[config.mk]
export PLATFORM = sky130hd
export DESIGN_NAME = ntt_basemul_accumulate_top_flat
export DESIGN_NICKNAME = d
export VERILOG_FILES = /design/src/design/nba_pkg.sv /design/src/design/nba_req_if.sv /design/src/design/nba_rsp_if.sv /design/src/design/nba_ctrl.sv /design/src/design/nba_datapath.sv /design/src/design/ntt_basemul_accumulate_top.sv /design/src/flat_wrapper.sv
export SDC_FILE = /design/constraint.sdc
export NUM_CORES = 2
export LEC_CHECK = 0
export BUFFER_PORTS_ARGS = -buffer_cell sky130_fd_sc_hd__buf_4
export CAP_MARGIN = 30
export CELL_PAD_IN_SITES_DETAIL_PLACEMENT = 0
export CELL_PAD_IN_SITES_GLOBAL_PLACEMENT = 1
export CORE_MARGIN = 5
export CORE_UTILIZATION = 41
export DETAILED_ROUTE_END_ITERATION = 10
export GPL_ROUTABILITY_DRIVEN = 1
export MAX_ROUTING_LAYER = met4
export PLACE_DENSITY = 0.73
export REMOVE_ABC_BUFFERS = 1
export SYNTH_ARGS = -nofsm -noshare
export SYNTH_HDL_FRONTEND = slang
export SYNTH_SLANG_ARGS = --single-unit
export TNS_END_PERCENT = 5
[constraint.sdc]
create_clock -name clock -period 16.5 [get_ports clock]
set_clock_uncertainty 0.1 [all_clocks]
set_input_delay 2.475 -clock clock [delete_from_list [all_inputs] [get_ports clock]]
set_output_delay 2.475 -clock clock [all_outputs]
set_load 0.005 [all_outputs]
[src/design/nba_pkg.sv]
// ----------------------------------------------------------------------------
// nba_pkg
// Types and constants shared by the basemul-accumulate block.
// ----------------------------------------------------------------------------
package nba_pkg;

   localparam logic [11:0]        MOD_Q          = 12'd3329;
   localparam logic [15:0]        QINV_NEG       = 16'd62209;
   localparam logic signed [31:0] BARRETT_V      = 32'sd20159;
   localparam logic signed [31:0] BARRETT_ROUND  = 32'sd33554432;
   localparam logic signed [15:0] MONT_R2        = 16'sd1353;

   localparam int                 CSR_AW         = 3;
   localparam logic               CSR_IDX_TO_MONT = 1'b0;

   typedef enum logic [3:0] {
      ST_IDLE,
      ST_M11,
      ST_MZ,
      ST_M00,
      ST_M01,
      ST_M10,
      ST_BAR_E,
      ST_BAR_O,
      ST_TM_E,
      ST_TM_O,
      ST_EMIT
   } state_type;

   typedef enum logic [2:0] {
      MX_A_EVEN,
      MX_A_ODD,
      MX_TMP,
      MX_RES_E,
      MX_RES_O
   } mx_sel_type;

   typedef enum logic [1:0] {
      MY_B_EVEN,
      MY_B_ODD,
      MY_TWIDDLE,
      MY_R2
   } my_sel_type;

   typedef enum logic [2:0] {
      DST_NONE,
      DST_TMP,
      DST_ACC_E,
      DST_ACC_O,
      DST_RES_E,
      DST_RES_O
   } dest_type;

   typedef struct packed {
      logic signed [15:0] a_even;
      logic signed [15:0] a_odd;
      logic signed [15:0] b_even;
      logic signed [15:0] b_odd;
      logic signed [12:0] twiddle;
      logic               first_term;
      logic               last_term;
   } item_type;

   typedef struct packed {
      logic       load_in;
      logic       mont_start;
      mx_sel_type mont_x;
      my_sel_type mont_y;
      dest_type   mont_dest;
      logic       bar_start;
      logic       bar_odd;
      dest_type   bar_dest;
      logic       load_out;
   } cmd_type;

   typedef struct packed {
      logic mont_busy;
      logic mont_done;
      logic bar_busy;
      logic bar_done;
      logic last_term;
      logic out_free;
   } status_type;

endpackage

[src/design/nba_req_if.sv]
// ----------------------------------------------------------------------------
// nba_req_if
// Input item channel: coefficient pairs, twiddle and term flags.
// ----------------------------------------------------------------------------
interface nba_req_if;
   logic               valid;
   logic               ready;
   logic signed [15:0] a_even;
   logic signed [15:0] a_odd;
   logic signed [15:0] b_even;
   logic signed [15:0] b_odd;
   logic signed [12:0] twiddle;
   logic               first_term;
   logic               last_term;

   modport source (
      output valid, a_even, a_odd, b_even, b_odd, twiddle, first_term, last_term,
      input  ready
   );
   modport sink (
      input  valid, a_even, a_odd, b_even, b_odd, twiddle, first_term, last_term,
      output ready
   );
endinterface

[src/design/nba_rsp_if.sv]
// ----------------------------------------------------------------------------
// nba_rsp_if
// Result item channel: reduced coefficient pair.
// ----------------------------------------------------------------------------
interface nba_rsp_if;
   logic               valid;
   logic               ready;
   logic signed [15:0] c_even;
   logic signed [15:0] c_odd;

   modport source (
      output valid, c_even, c_odd,
      input  ready
   );
   modport sink (
      input  valid, c_even, c_odd,
      output ready
   );
endinterface

[src/design/nba_ctrl.sv]
// ----------------------------------------------------------------------------
// nba_ctrl
// Sequencer: issues the Montgomery and Barrett operations of one term.
// ----------------------------------------------------------------------------
module nba_ctrl (
   input  logic                 clock,
   input  logic                 reset,
   input  logic                 req_valid,
   input  logic                 to_mont,
   input  nba_pkg::status_type  status,
   output logic                 req_ready,
   output nba_pkg::cmd_type     cmd
);

   nba_pkg::state_type state_ff;
   nba_pkg::state_type state_in;

   always_ff @(posedge clock) begin
      if (reset) begin
         state_ff <= nba_pkg::ST_IDLE;
      end else begin
         state_ff <= state_in;
      end
   end

   always_comb begin
      state_in = state_ff;
      case (state_ff)
         nba_pkg::ST_IDLE: begin
            if (req_valid) begin
               state_in = nba_pkg::ST_M11;
            end
         end
         nba_pkg::ST_M11: begin
            if (status.mont_done) begin
               state_in = nba_pkg::ST_MZ;
            end
         end
         nba_pkg::ST_MZ: begin
            if (status.mont_done) begin
               state_in = nba_pkg::ST_M00;
            end
         end
         nba_pkg::ST_M00: begin
            if (status.mont_done) begin
               state_in = nba_pkg::ST_M01;
            end
         end
         nba_pkg::ST_M01: begin
            if (status.mont_done) begin
               state_in = nba_pkg::ST_M10;
            end
         end
         nba_pkg::ST_M10: begin
            if (status.mont_done) begin
               state_in = status.last_term ? nba_pkg::ST_BAR_E : nba_pkg::ST_IDLE;
            end
         end
         nba_pkg::ST_BAR_E: begin
            if (status.bar_done) begin
               state_in = nba_pkg::ST_BAR_O;
            end
         end
         nba_pkg::ST_BAR_O: begin
            if (status.bar_done) begin
               state_in = to_mont ? nba_pkg::ST_TM_E : nba_pkg::ST_EMIT;
            end
         end
         nba_pkg::ST_TM_E: begin
            if (status.mont_done) begin
               state_in = nba_pkg::ST_TM_O;
            end
         end
         nba_pkg::ST_TM_O: begin
            if (status.mont_done) begin
               state_in = nba_pkg::ST_EMIT;
            end
         end
         nba_pkg::ST_EMIT: begin
            if (status.out_free) begin
               state_in = nba_pkg::ST_IDLE;
            end
         end
         default: begin
            state_in = nba_pkg::ST_IDLE;
         end
      endcase
   end

   logic mont_go;
   logic bar_go;

   assign mont_go = !status.mont_busy && !status.mont_done;
   assign bar_go  = !status.bar_busy && !status.bar_done;

   always_comb begin
      req_ready     = 1'b0;
      cmd           = '0;
      cmd.mont_x    = nba_pkg::MX_A_EVEN;
      cmd.mont_y    = nba_pkg::MY_B_EVEN;
      cmd.mont_dest = nba_pkg::DST_NONE;
      cmd.bar_dest  = nba_pkg::DST_NONE;
      case (state_ff)
         nba_pkg::ST_IDLE: begin
            req_ready   = 1'b1;
            cmd.load_in = req_valid;
         end
         nba_pkg::ST_M11: begin
            cmd.mont_x     = nba_pkg::MX_A_ODD;
            cmd.mont_y     = nba_pkg::MY_B_ODD;
            cmd.mont_start = mont_go;
            if (status.mont_done) begin
               cmd.mont_dest = nba_pkg::DST_TMP;
            end
         end
         nba_pkg::ST_MZ: begin
            cmd.mont_x     = nba_pkg::MX_TMP;
            cmd.mont_y     = nba_pkg::MY_TWIDDLE;
            cmd.mont_start = mont_go;
            if (status.mont_done) begin
               cmd.mont_dest = nba_pkg::DST_ACC_E;
            end
         end
         nba_pkg::ST_M00: begin
            cmd.mont_x     = nba_pkg::MX_A_EVEN;
            cmd.mont_y     = nba_pkg::MY_B_EVEN;
            cmd.mont_start = mont_go;
            if (status.mont_done) begin
               cmd.mont_dest = nba_pkg::DST_ACC_E;
            end
         end
         nba_pkg::ST_M01: begin
            cmd.mont_x     = nba_pkg::MX_A_EVEN;
            cmd.mont_y     = nba_pkg::MY_B_ODD;
            cmd.mont_start = mont_go;
            if (status.mont_done) begin
               cmd.mont_dest = nba_pkg::DST_ACC_O;
            end
         end
         nba_pkg::ST_M10: begin
            cmd.mont_x     = nba_pkg::MX_A_ODD;
            cmd.mont_y     = nba_pkg::MY_B_EVEN;
            cmd.mont_start = mont_go;
            if (status.mont_done) begin
               cmd.mont_dest = nba_pkg::DST_ACC_O;
            end
         end
         nba_pkg::ST_BAR_E: begin
            cmd.bar_odd   = 1'b0;
            cmd.bar_start = bar_go;
            if (status.bar_done) begin
               cmd.bar_dest = nba_pkg::DST_RES_E;
            end
         end
         nba_pkg::ST_BAR_O: begin
            cmd.bar_odd   = 1'b1;
            cmd.bar_start = bar_go;
            if (status.bar_done) begin
               cmd.bar_dest = nba_pkg::DST_RES_O;
            end
         end
         nba_pkg::ST_TM_E: begin
            cmd.mont_x     = nba_pkg::MX_RES_E;
            cmd.mont_y     = nba_pkg::MY_R2;
            cmd.mont_start = mont_go;
            if (status.mont_done) begin
               cmd.mont_dest = nba_pkg::DST_RES_E;
            end
         end
         nba_pkg::ST_TM_O: begin
            cmd.mont_x     = nba_pkg::MX_RES_O;
            cmd.mont_y     = nba_pkg::MY_R2;
            cmd.mont_start = mont_go;
            if (status.mont_done) begin
               cmd.mont_dest = nba_pkg::DST_RES_O;
            end
         end
         nba_pkg::ST_EMIT: begin
            cmd.load_out = status.out_free;
         end
         default: begin
            req_ready = 1'b0;
         end
      endcase
   end

endmodule

[src/design/nba_datapath.sv]
// ----------------------------------------------------------------------------
// nba_datapath
// Operand registers, Montgomery and Barrett pipelines, sums, output register.
// ----------------------------------------------------------------------------
module nba_datapath (
   input  logic                 clock,
   input  logic                 reset,
   input  nba_pkg::item_type    item,
   input  nba_pkg::cmd_type     cmd,
   output nba_pkg::status_type  status,
   input  logic                 rsp_ready,
   output logic                 rsp_valid,
   output logic signed [15:0]   rsp_c_even,
   output logic signed [15:0]   rsp_c_odd
);

   logic signed [15:0] a0_ff, a1_ff, b0_ff, b1_ff;
   logic signed [12:0] zeta_ff;
   logic               last_ff;
   logic signed [15:0] tmp_ff;
   logic signed [15:0] acc_e_ff, acc_o_ff;
   logic signed [15:0] res_e_ff, res_o_ff;

   // operand capture
   always_ff @(posedge clock) begin
      if (cmd.load_in) begin
         a0_ff   <= item.a_even;
         a1_ff   <= item.a_odd;
         b0_ff   <= item.b_even;
         b1_ff   <= item.b_odd;
         zeta_ff <= item.twiddle;
         last_ff <= item.last_term;
      end
   end

   // Montgomery pipeline: product, low-half quotient, reduce
   logic signed [15:0] mx, my;
   logic signed [31:0] mp_in, mp_ff, mp2_ff;
   logic        [15:0] mt_in, mt_ff;
   logic signed [32:0] md;
   logic signed [15:0] mr_ff;
   logic               mv1_ff, mv2_ff, mv3_ff;

   always_comb begin
      case (cmd.mont_x)
         nba_pkg::MX_A_EVEN: mx = a0_ff;
         nba_pkg::MX_A_ODD:  mx = a1_ff;
         nba_pkg::MX_TMP:    mx = tmp_ff;
         nba_pkg::MX_RES_E:  mx = res_e_ff;
         nba_pkg::MX_RES_O:  mx = res_o_ff;
         default:            mx = a0_ff;
      endcase
      case (cmd.mont_y)
         nba_pkg::MY_B_EVEN:  my = b0_ff;
         nba_pkg::MY_B_ODD:   my = b1_ff;
         nba_pkg::MY_TWIDDLE: my = 16'(zeta_ff);
         nba_pkg::MY_R2:      my = nba_pkg::MONT_R2;
         default:             my = b0_ff;
      endcase
   end

   assign mp_in = 32'(mx) * 32'(my);
   assign mt_in = 16'(32'(mp_ff[15:0]) * 32'(nba_pkg::QINV_NEG));
   assign md    = 33'(mp2_ff) - 33'(signed'(mt_ff)) * 33'(nba_pkg::MOD_Q);

   always_ff @(posedge clock) begin
      mp_ff  <= mp_in;
      mt_ff  <= mt_in;
      mp2_ff <= mp_ff;
      mr_ff  <= md[31:16];
   end

   always_ff @(posedge clock) begin
      if (reset) begin
         mv1_ff <= 1'b0;
         mv2_ff <= 1'b0;
         mv3_ff <= 1'b0;
      end else begin
         mv1_ff <= cmd.mont_start;
         mv2_ff <= mv1_ff;
         mv3_ff <= mv2_ff;
      end
   end

   // Barrett pipeline: quotient estimate, then subtract
   logic signed [15:0] bx, bx_ff;
   logic signed [31:0] bp;
   logic signed [5:0]  bt_ff;
   logic signed [17:0] bd;
   logic signed [15:0] br_ff;
   logic               bv1_ff, bv2_ff;

   assign bx = cmd.bar_odd ? acc_o_ff : acc_e_ff;
   assign bp = 32'(bx) * nba_pkg::BARRETT_V + nba_pkg::BARRETT_ROUND;
   assign bd = 18'(bx_ff) - 18'(bt_ff) * 18'(nba_pkg::MOD_Q);

   always_ff @(posedge clock) begin
      bx_ff <= bx;
      bt_ff <= bp[31:26];
      br_ff <= bd[15:0];
   end

   always_ff @(posedge clock) begin
      if (reset) begin
         bv1_ff <= 1'b0;
         bv2_ff <= 1'b0;
      end else begin
         bv1_ff <= cmd.bar_start;
         bv2_ff <= bv1_ff;
      end
   end

   // result write-back
   always_ff @(posedge clock) begin
      if (reset) begin
         acc_e_ff <= '0;
         acc_o_ff <= '0;
      end else if (cmd.load_in && item.first_term) begin
         acc_e_ff <= '0;
         acc_o_ff <= '0;
      end else if (cmd.mont_dest == nba_pkg::DST_ACC_E) begin
         acc_e_ff <= acc_e_ff + mr_ff;
      end else if (cmd.mont_dest == nba_pkg::DST_ACC_O) begin
         acc_o_ff <= acc_o_ff + mr_ff;
      end
   end

   always_ff @(posedge clock) begin
      if (cmd.mont_dest == nba_pkg::DST_TMP) begin
         tmp_ff <= mr_ff;
      end
      if (cmd.mont_dest == nba_pkg::DST_RES_E) begin
         res_e_ff <= mr_ff;
      end else if (cmd.bar_dest == nba_pkg::DST_RES_E) begin
         res_e_ff <= br_ff;
      end
      if (cmd.mont_dest == nba_pkg::DST_RES_O) begin
         res_o_ff <= mr_ff;
      end else if (cmd.bar_dest == nba_pkg::DST_RES_O) begin
         res_o_ff <= br_ff;
      end
   end

   // output register
   logic               out_valid_ff;
   logic signed [15:0] out_e_ff, out_o_ff;
   logic               out_free;

   assign out_free = !out_valid_ff || rsp_ready;

   always_ff @(posedge clock) begin
      if (reset) begin
         out_valid_ff <= 1'b0;
      end else if (cmd.load_out) begin
         out_valid_ff <= 1'b1;
      end else if (rsp_ready) begin
         out_valid_ff <= 1'b0;
      end
   end

   always_ff @(posedge clock) begin
      if (cmd.load_out) begin
         out_e_ff <= res_e_ff;
         out_o_ff <= res_o_ff;
      end
   end

   assign rsp_valid  = out_valid_ff;
   assign rsp_c_even = out_e_ff;
   assign rsp_c_odd  = out_o_ff;

   assign status.mont_busy = mv1_ff || mv2_ff;
   assign status.mont_done = mv3_ff;
   assign status.bar_busy  = bv1_ff;
   assign status.bar_done  = bv2_ff;
   assign status.last_term = last_ff;
   assign status.out_free  = out_free;

   a_one_op_in_flight: assert property (@(posedge clock) disable iff (reset)
      $onehot0({mv1_ff, mv2_ff, mv3_ff, bv1_ff, bv2_ff}))
      else $error("more than one operation in flight");

   a_writeback_on_done: assert property (@(posedge clock) disable iff (reset)
      ((cmd.mont_dest != nba_pkg::DST_NONE) |-> mv3_ff) and
      ((cmd.bar_dest != nba_pkg::DST_NONE) |-> bv2_ff))
      else $error("write-back without a finished operation");

   a_load_out_free: assert property (@(posedge clock) disable iff (reset)
      cmd.load_out |-> (!out_valid_ff || rsp_ready))
      else $error("output register overwritten while held");

endmodule

[src/design/ntt_basemul_accumulate_top.sv]
// ----------------------------------------------------------------------------
// ntt_basemul_accumulate_top
// NTT-domain pair multiply-accumulate with Montgomery and Barrett reduction.
//
// req_ch brings one term per item: a coefficient pair of each vector, the
// pair's twiddle and the first_term / last_term flags. first_term clears the
// even and odd sums before the term is added; last_term reduces the sums and
// sends one item on rsp_ch. The sums are kept after a result is sent.
// One item is worked on at a time through a single Montgomery pipeline (five
// multiplies per term): req_ch.ready rises again once the last multiply of
// a term without last_term is done. For a final term a Barrett pass on each
// sum follows, then, if to_montgomery is set, a Montgomery multiply of each
// result by MONT_R2, and then the output load. The result sits in an output
// register, so a stalled rsp_ch holds the next term only when that term is
// final and reaches its output load. Register 0 (to_montgomery, APB address
// 0) must be written by the user only while idle; the block does not check it.
// Reset clears the sums, the register, the sequencer and rsp_ch.valid.
// ----------------------------------------------------------------------------
module ntt_basemul_accumulate_top (
   input  logic                         clock,
   input  logic                         reset,
   nba_req_if.sink                      req_ch,
   nba_rsp_if.source                    rsp_ch,
   input  logic                         psel,
   input  logic                         penable,
   input  logic                         pwrite,
   input  logic [nba_pkg::CSR_AW-1:0]   paddr,
   input  logic [31:0]                  pwdata,
   output logic [31:0]                  prdata,
   output logic                         pready
);

   logic                to_mont_ff;
   logic                csr_hit;
   nba_pkg::cmd_type    cmd;
   nba_pkg::status_type status;
   nba_pkg::item_type   item;
   logic                req_ready;

   assign csr_hit = (paddr[nba_pkg::CSR_AW-1:2] == nba_pkg::CSR_IDX_TO_MONT);
   assign pready  = 1'b1;
   assign prdata  = csr_hit ? {31'd0, to_mont_ff} : 32'd0;

   always_ff @(posedge clock) begin
      if (reset) begin
         to_mont_ff <= 1'b0;
      end else if (psel && penable && pwrite && csr_hit) begin
         to_mont_ff <= pwdata[0];
      end
   end

   assign item.a_even     = req_ch.a_even;
   assign item.a_odd      = req_ch.a_odd;
   assign item.b_even     = req_ch.b_even;
   assign item.b_odd      = req_ch.b_odd;
   assign item.twiddle    = req_ch.twiddle;
   assign item.first_term = req_ch.first_term;
   assign item.last_term  = req_ch.last_term;
   assign req_ch.ready    = req_ready;

   nba_ctrl u_ctrl (
      .clock     (clock),
      .reset     (reset),
      .req_valid (req_ch.valid),
      .to_mont   (to_mont_ff),
      .status    (status),
      .req_ready (req_ready),
      .cmd       (cmd)
   );

   nba_datapath u_datapath (
      .clock      (clock),
      .reset      (reset),
      .item       (item),
      .cmd        (cmd),
      .status     (status),
      .rsp_ready  (rsp_ch.ready),
      .rsp_valid  (rsp_ch.valid),
      .rsp_c_even (rsp_ch.c_even),
      .rsp_c_odd  (rsp_ch.c_odd)
   );

endmodule
[src/flat_wrapper.sv]
// flat-port wrapper written by rule: the top's interface ports become plain ports
module ntt_basemul_accumulate_top_flat 
  (clock, reset, psel, penable, pwrite, paddr, pwdata, prdata, pready, req_ch_valid, req_ch_a_even, req_ch_a_odd, req_ch_b_even, req_ch_b_odd, req_ch_twiddle, req_ch_first_term, req_ch_last_term, req_ch_ready, rsp_ch_valid, rsp_ch_c_even, rsp_ch_c_odd, rsp_ch_ready);
  nba_req_if req_ch_i ();
  nba_rsp_if rsp_ch_i ();
  input  logic clock;
  input  logic reset;
  input  logic psel;
  input  logic penable;
  input  logic pwrite;
  input  logic [nba_pkg::CSR_AW-1:0] paddr;
  input  logic [31:0] pwdata;
  output logic [31:0] prdata;
  output logic pready;
  input wire logic [$bits(req_ch_i.valid)-1:0] req_ch_valid;
  input wire logic [$bits(req_ch_i.a_even)-1:0] req_ch_a_even;
  input wire logic [$bits(req_ch_i.a_odd)-1:0] req_ch_a_odd;
  input wire logic [$bits(req_ch_i.b_even)-1:0] req_ch_b_even;
  input wire logic [$bits(req_ch_i.b_odd)-1:0] req_ch_b_odd;
  input wire logic [$bits(req_ch_i.twiddle)-1:0] req_ch_twiddle;
  input wire logic [$bits(req_ch_i.first_term)-1:0] req_ch_first_term;
  input wire logic [$bits(req_ch_i.last_term)-1:0] req_ch_last_term;
  output wire logic [$bits(req_ch_i.ready)-1:0] req_ch_ready;
  output wire logic [$bits(rsp_ch_i.valid)-1:0] rsp_ch_valid;
  output wire logic [$bits(rsp_ch_i.c_even)-1:0] rsp_ch_c_even;
  output wire logic [$bits(rsp_ch_i.c_odd)-1:0] rsp_ch_c_odd;
  input wire logic [$bits(rsp_ch_i.ready)-1:0] rsp_ch_ready;
  assign req_ch_i.valid = req_ch_valid;
  assign req_ch_i.a_even = req_ch_a_even;
  assign req_ch_i.a_odd = req_ch_a_odd;
  assign req_ch_i.b_even = req_ch_b_even;
  assign req_ch_i.b_odd = req_ch_b_odd;
  assign req_ch_i.twiddle = req_ch_twiddle;
  assign req_ch_i.first_term = req_ch_first_term;
  assign req_ch_i.last_term = req_ch_last_term;
  assign req_ch_ready = req_ch_i.ready;
  assign rsp_ch_valid = rsp_ch_i.valid;
  assign rsp_ch_c_even = rsp_ch_i.c_even;
  assign rsp_ch_c_odd = rsp_ch_i.c_odd;
  assign rsp_ch_i.ready = rsp_ch_ready;
  ntt_basemul_accumulate_top u_core (.clock(clock), .reset(reset), .req_ch(req_ch_i), .rsp_ch(rsp_ch_i), .psel(psel), .penable(penable), .pwrite(pwrite), .paddr(paddr), .pwdata(pwdata), .prdata(prdata), .pready(pready));
endmodule
==> flow_summary.yaml <==
outcome:
  status: "finished, final reports clean"
setup_path:
  cpMostUsedCell: "fa_1"
  cp_slowest_stage_delay_ps: 640
  r2r_end: "u_core.u_datapath.mp_ff[31]$_DFF_P_"
  r2r-start: "u_core.u_ctrl.state_ff[3]$_SDFFE_PP0P_"
  worstPathArrival_ps: 10300
  end_kind: "register"
  crit_path_max_fanout: 28
  crit_slowest_cell: "nand2_1"
  crit_cells: 27
  r2r_slack_ps: 6570
  critPathLaunchType: "register"
  required_ps: 16870
  cp_num_buf_inv: 4
  path_class: "reg -> reg"
  worst-r2r-cell-count: 27
  critPathTopFamily: "adder cells"
final_layout:
  drive_gt1_share_pct: 8.665
  fin_nets: 4391
  multi_input_area_sq_um: 21750
  reg.largest.list: "u_core.u_datapath.mp_ff (32), u_core.u_datapath.mp2_ff (24)"
  final_common_cell: "inv_1"
  largest_register_ffs: 32
  regMostFlops: "u_core.u_datapath.mp_ff"
  fillerInstances: 7626
  final_cell_mix: "781 x inv_1, 470 x fa_1, 436 x ha_1"
  area_growth_pct: 10.59
  ff_latch_area_sq_um: 8129
yosys:
  syn_area_per_cell_sq_um: 10.27
  ys.warnings.count: 0
  synth_edf_count: 158
  synth_area_leaders: "fa_1 28%, ha_1 16%, edfxtp_1 14%"
  synth_area_sq_um: 33130
  synth_cells: 3227
  yosys.area.top_type: "fa_1"
  synth_top_area_share_pct: 28.40
  synthArstFlopShare_pct: 0
  netlist-cell-type-count: 77
  ys_ff_latch: 327
  synth_flop_cell: "dfxtp_1"
  ys_seq_area_share_pct: 24.53
job:
  maxCapViolCount: 0
floorplanning:
  io_pins: 188
  start_util_pct: 41.27
  die_y_um: 294.3
  rows: 104
  die_w_um: 294.3
  core_area_sq_um: 80290
  die-area_sq_um: 86600
placed_design:
  routabilityCongestion: 0.8751
  hpwl_um: 62750
  portBuffers: 122
grt:
  antenna_found_initial: 2
  grt_max_degree: 68
  grt.overflow.total: 0
  grt_first_pass_wirelength_um: 124500
  grt_pass1_vias: 22560
  grt_usage_pct: 18.75
timing:
  rsz0062_at_grt: "false"
  min_period_over_period_pct: 60.18
  max_freq_ghz: 0.1007
  hold_viol: 0
  relSlewSlack_pct: 32.09
  fin_tns_setup_ps: 0
  min_period_ps: 9930
  tightest_slew_ps: 1015
  setup_viol: 0
  drv_slew: 0
hold_path:
  min_to: "u_core.u_datapath.mp2_ff[16]$_DFF_P_"
  hold_depth: 0
  hold_path.class: "reg -> reg"
  min_from: "u_core.u_datapath.mp_ff[16]$_DFF_P_"
drt:
  ant_nets: 0
  wl_um: 77630
  drt_iter0_drc: 1342
  drt_first_pass_iters: 5
  route.vias.total: 21830
  via_per_inst: 4.900
  drc: 0
  routedWlPerCell_um: 17.42
clocking:
  ctsLongestPathBuffers: 3
  cts_tree: "built"
  cts_resized: 0
  clkLatencyLatePin_ps: 550
  cts_hold_buf: 0
  post_cts_buffers: 0
  path_clk_slew_ps: 70
  h-tree-depth: 2
  numCtsBuffers: 37
  cts_root_buf: "clkbuf_16"
  cts.sinks: 327
## worst register-to-register path, cell delays in order, from the launching register on
cell	delay (ps)
dfxtp_1	520
nor2_1	400
and3_1	200
buf_4	430
nor2_1	140
nand2_1	640
buf_4	460
o211ai_1	330
o21ai_1	590
nor2_1	170
fa_1	560
inv_1	50
fa_1	490
fa_1	430
fa_1	470
fa_1	500
fa_1	490
inv_1	40
ha_1	330
a211oi_1	370
nor2_1	130
a221oi_2	470
o21ai_1	250
a221o_1	430
a2111oi_2	390
o21bai_1	130
a21oi_1	190
xnor2_1	140
## metal layers
layer	up-vias	wire length, um	GRT usage, %
met5	-	0	-
met4	0	1413	3.305
met3	75	3715	2.871
met2	405	35870	28.99
met1	10890	36620	26.78
li1	10460	-	-
## cells in the mapped netlist, drive strengths merged (35+ instances only)
library cell,count
fa,470
o21ai,75
nor2,204
inv,781
a21oi,96
edfxtp,158
mux2,45
buf,47
nand3,35
dfxtp,169
nand2,196
clkbuf,49
xnor2,80
ha,436
## kinds of logic (layout without fill, tap and decap cells)
kind of cell    count (synthesis)  after routing  share of synthesized area, %
fa+ha+maj                     906            906                         44.86
compound gates                369            369                         7.470
other cells                     2             35                       0.02267
xor+xnor                      108            108                         2.855
buf+inv                       877           1012                         10.32
flops                         327            327                         24.53
simple gates                  564            564                         7.530
mux                            74             74                         2.406
## worst max-delay path by stage
stage,start,to,slack [ps]
finish,u_core.u_ctrl.state_ff[3]$_SDFFE_PP0P_,u_core.u_datapath.mp_ff[31]$_DFF_P_,6570
global route,u_core.u_ctrl.state_ff[3]$_SDFFE_PP0P_,u_core.u_datapath.mp_ff[31]$_DFF_P_,6160
CTS,u_core.u_ctrl.state_ff[3]$_SDFFE_PP0P_,u_core.u_datapath.mp_ff[31]$_DFF_P_,6630
detailed placement,u_core.u_ctrl.state_ff[3]$_SDFFE_PP0P_,u_core.u_datapath.mp_ff[31]$_DFF_P_,6690
global placement,u_core.u_ctrl.state_ff[3]$_SDFFE_PP0P_,u_core.u_datapath.mp_ff[31]$_DFF_P_,6670
floorplan,u_core.u_ctrl.state_ff[0]$_SDFFE_PP0P_,u_core.u_datapath.mp_ff[31]$_DFF_P_,7430
## cell type report
type,instances,share of cell area (%)
multi-input combinational,2054,59.36
sequential,327,22.18
inverter,781,8.000
tap,1060,3.619
timing repair buffer,163,3.503
clock buffer,51,2.865
clock inverter,17,0.4576
antenna,2,0.01366
## through the flow
stage | cell area, sq um | hold slack, ps | cells | utilization (%) | worst slack, ps
floorplan | 32760 | 209.6 | 3162 | - | 7426
global placement | 35320 | 211.2 | 4380 | 44.00 | 6674
detailed placement | 35370 | 212.1 | 4383 | 44.06 | 6687
CTS | 36590 | 220.0 | 4451 | 45.57 | 6627
global route | 36640 | 232.8 | 4453 | 45.63 | 6156
finish | 36640 | 221.9 | 4455 | 45.64 | 6570
Power is left out: the tool's default activity adds up to more than one toggle a clock period on the data nets, which glitch-free logic cannot reach.
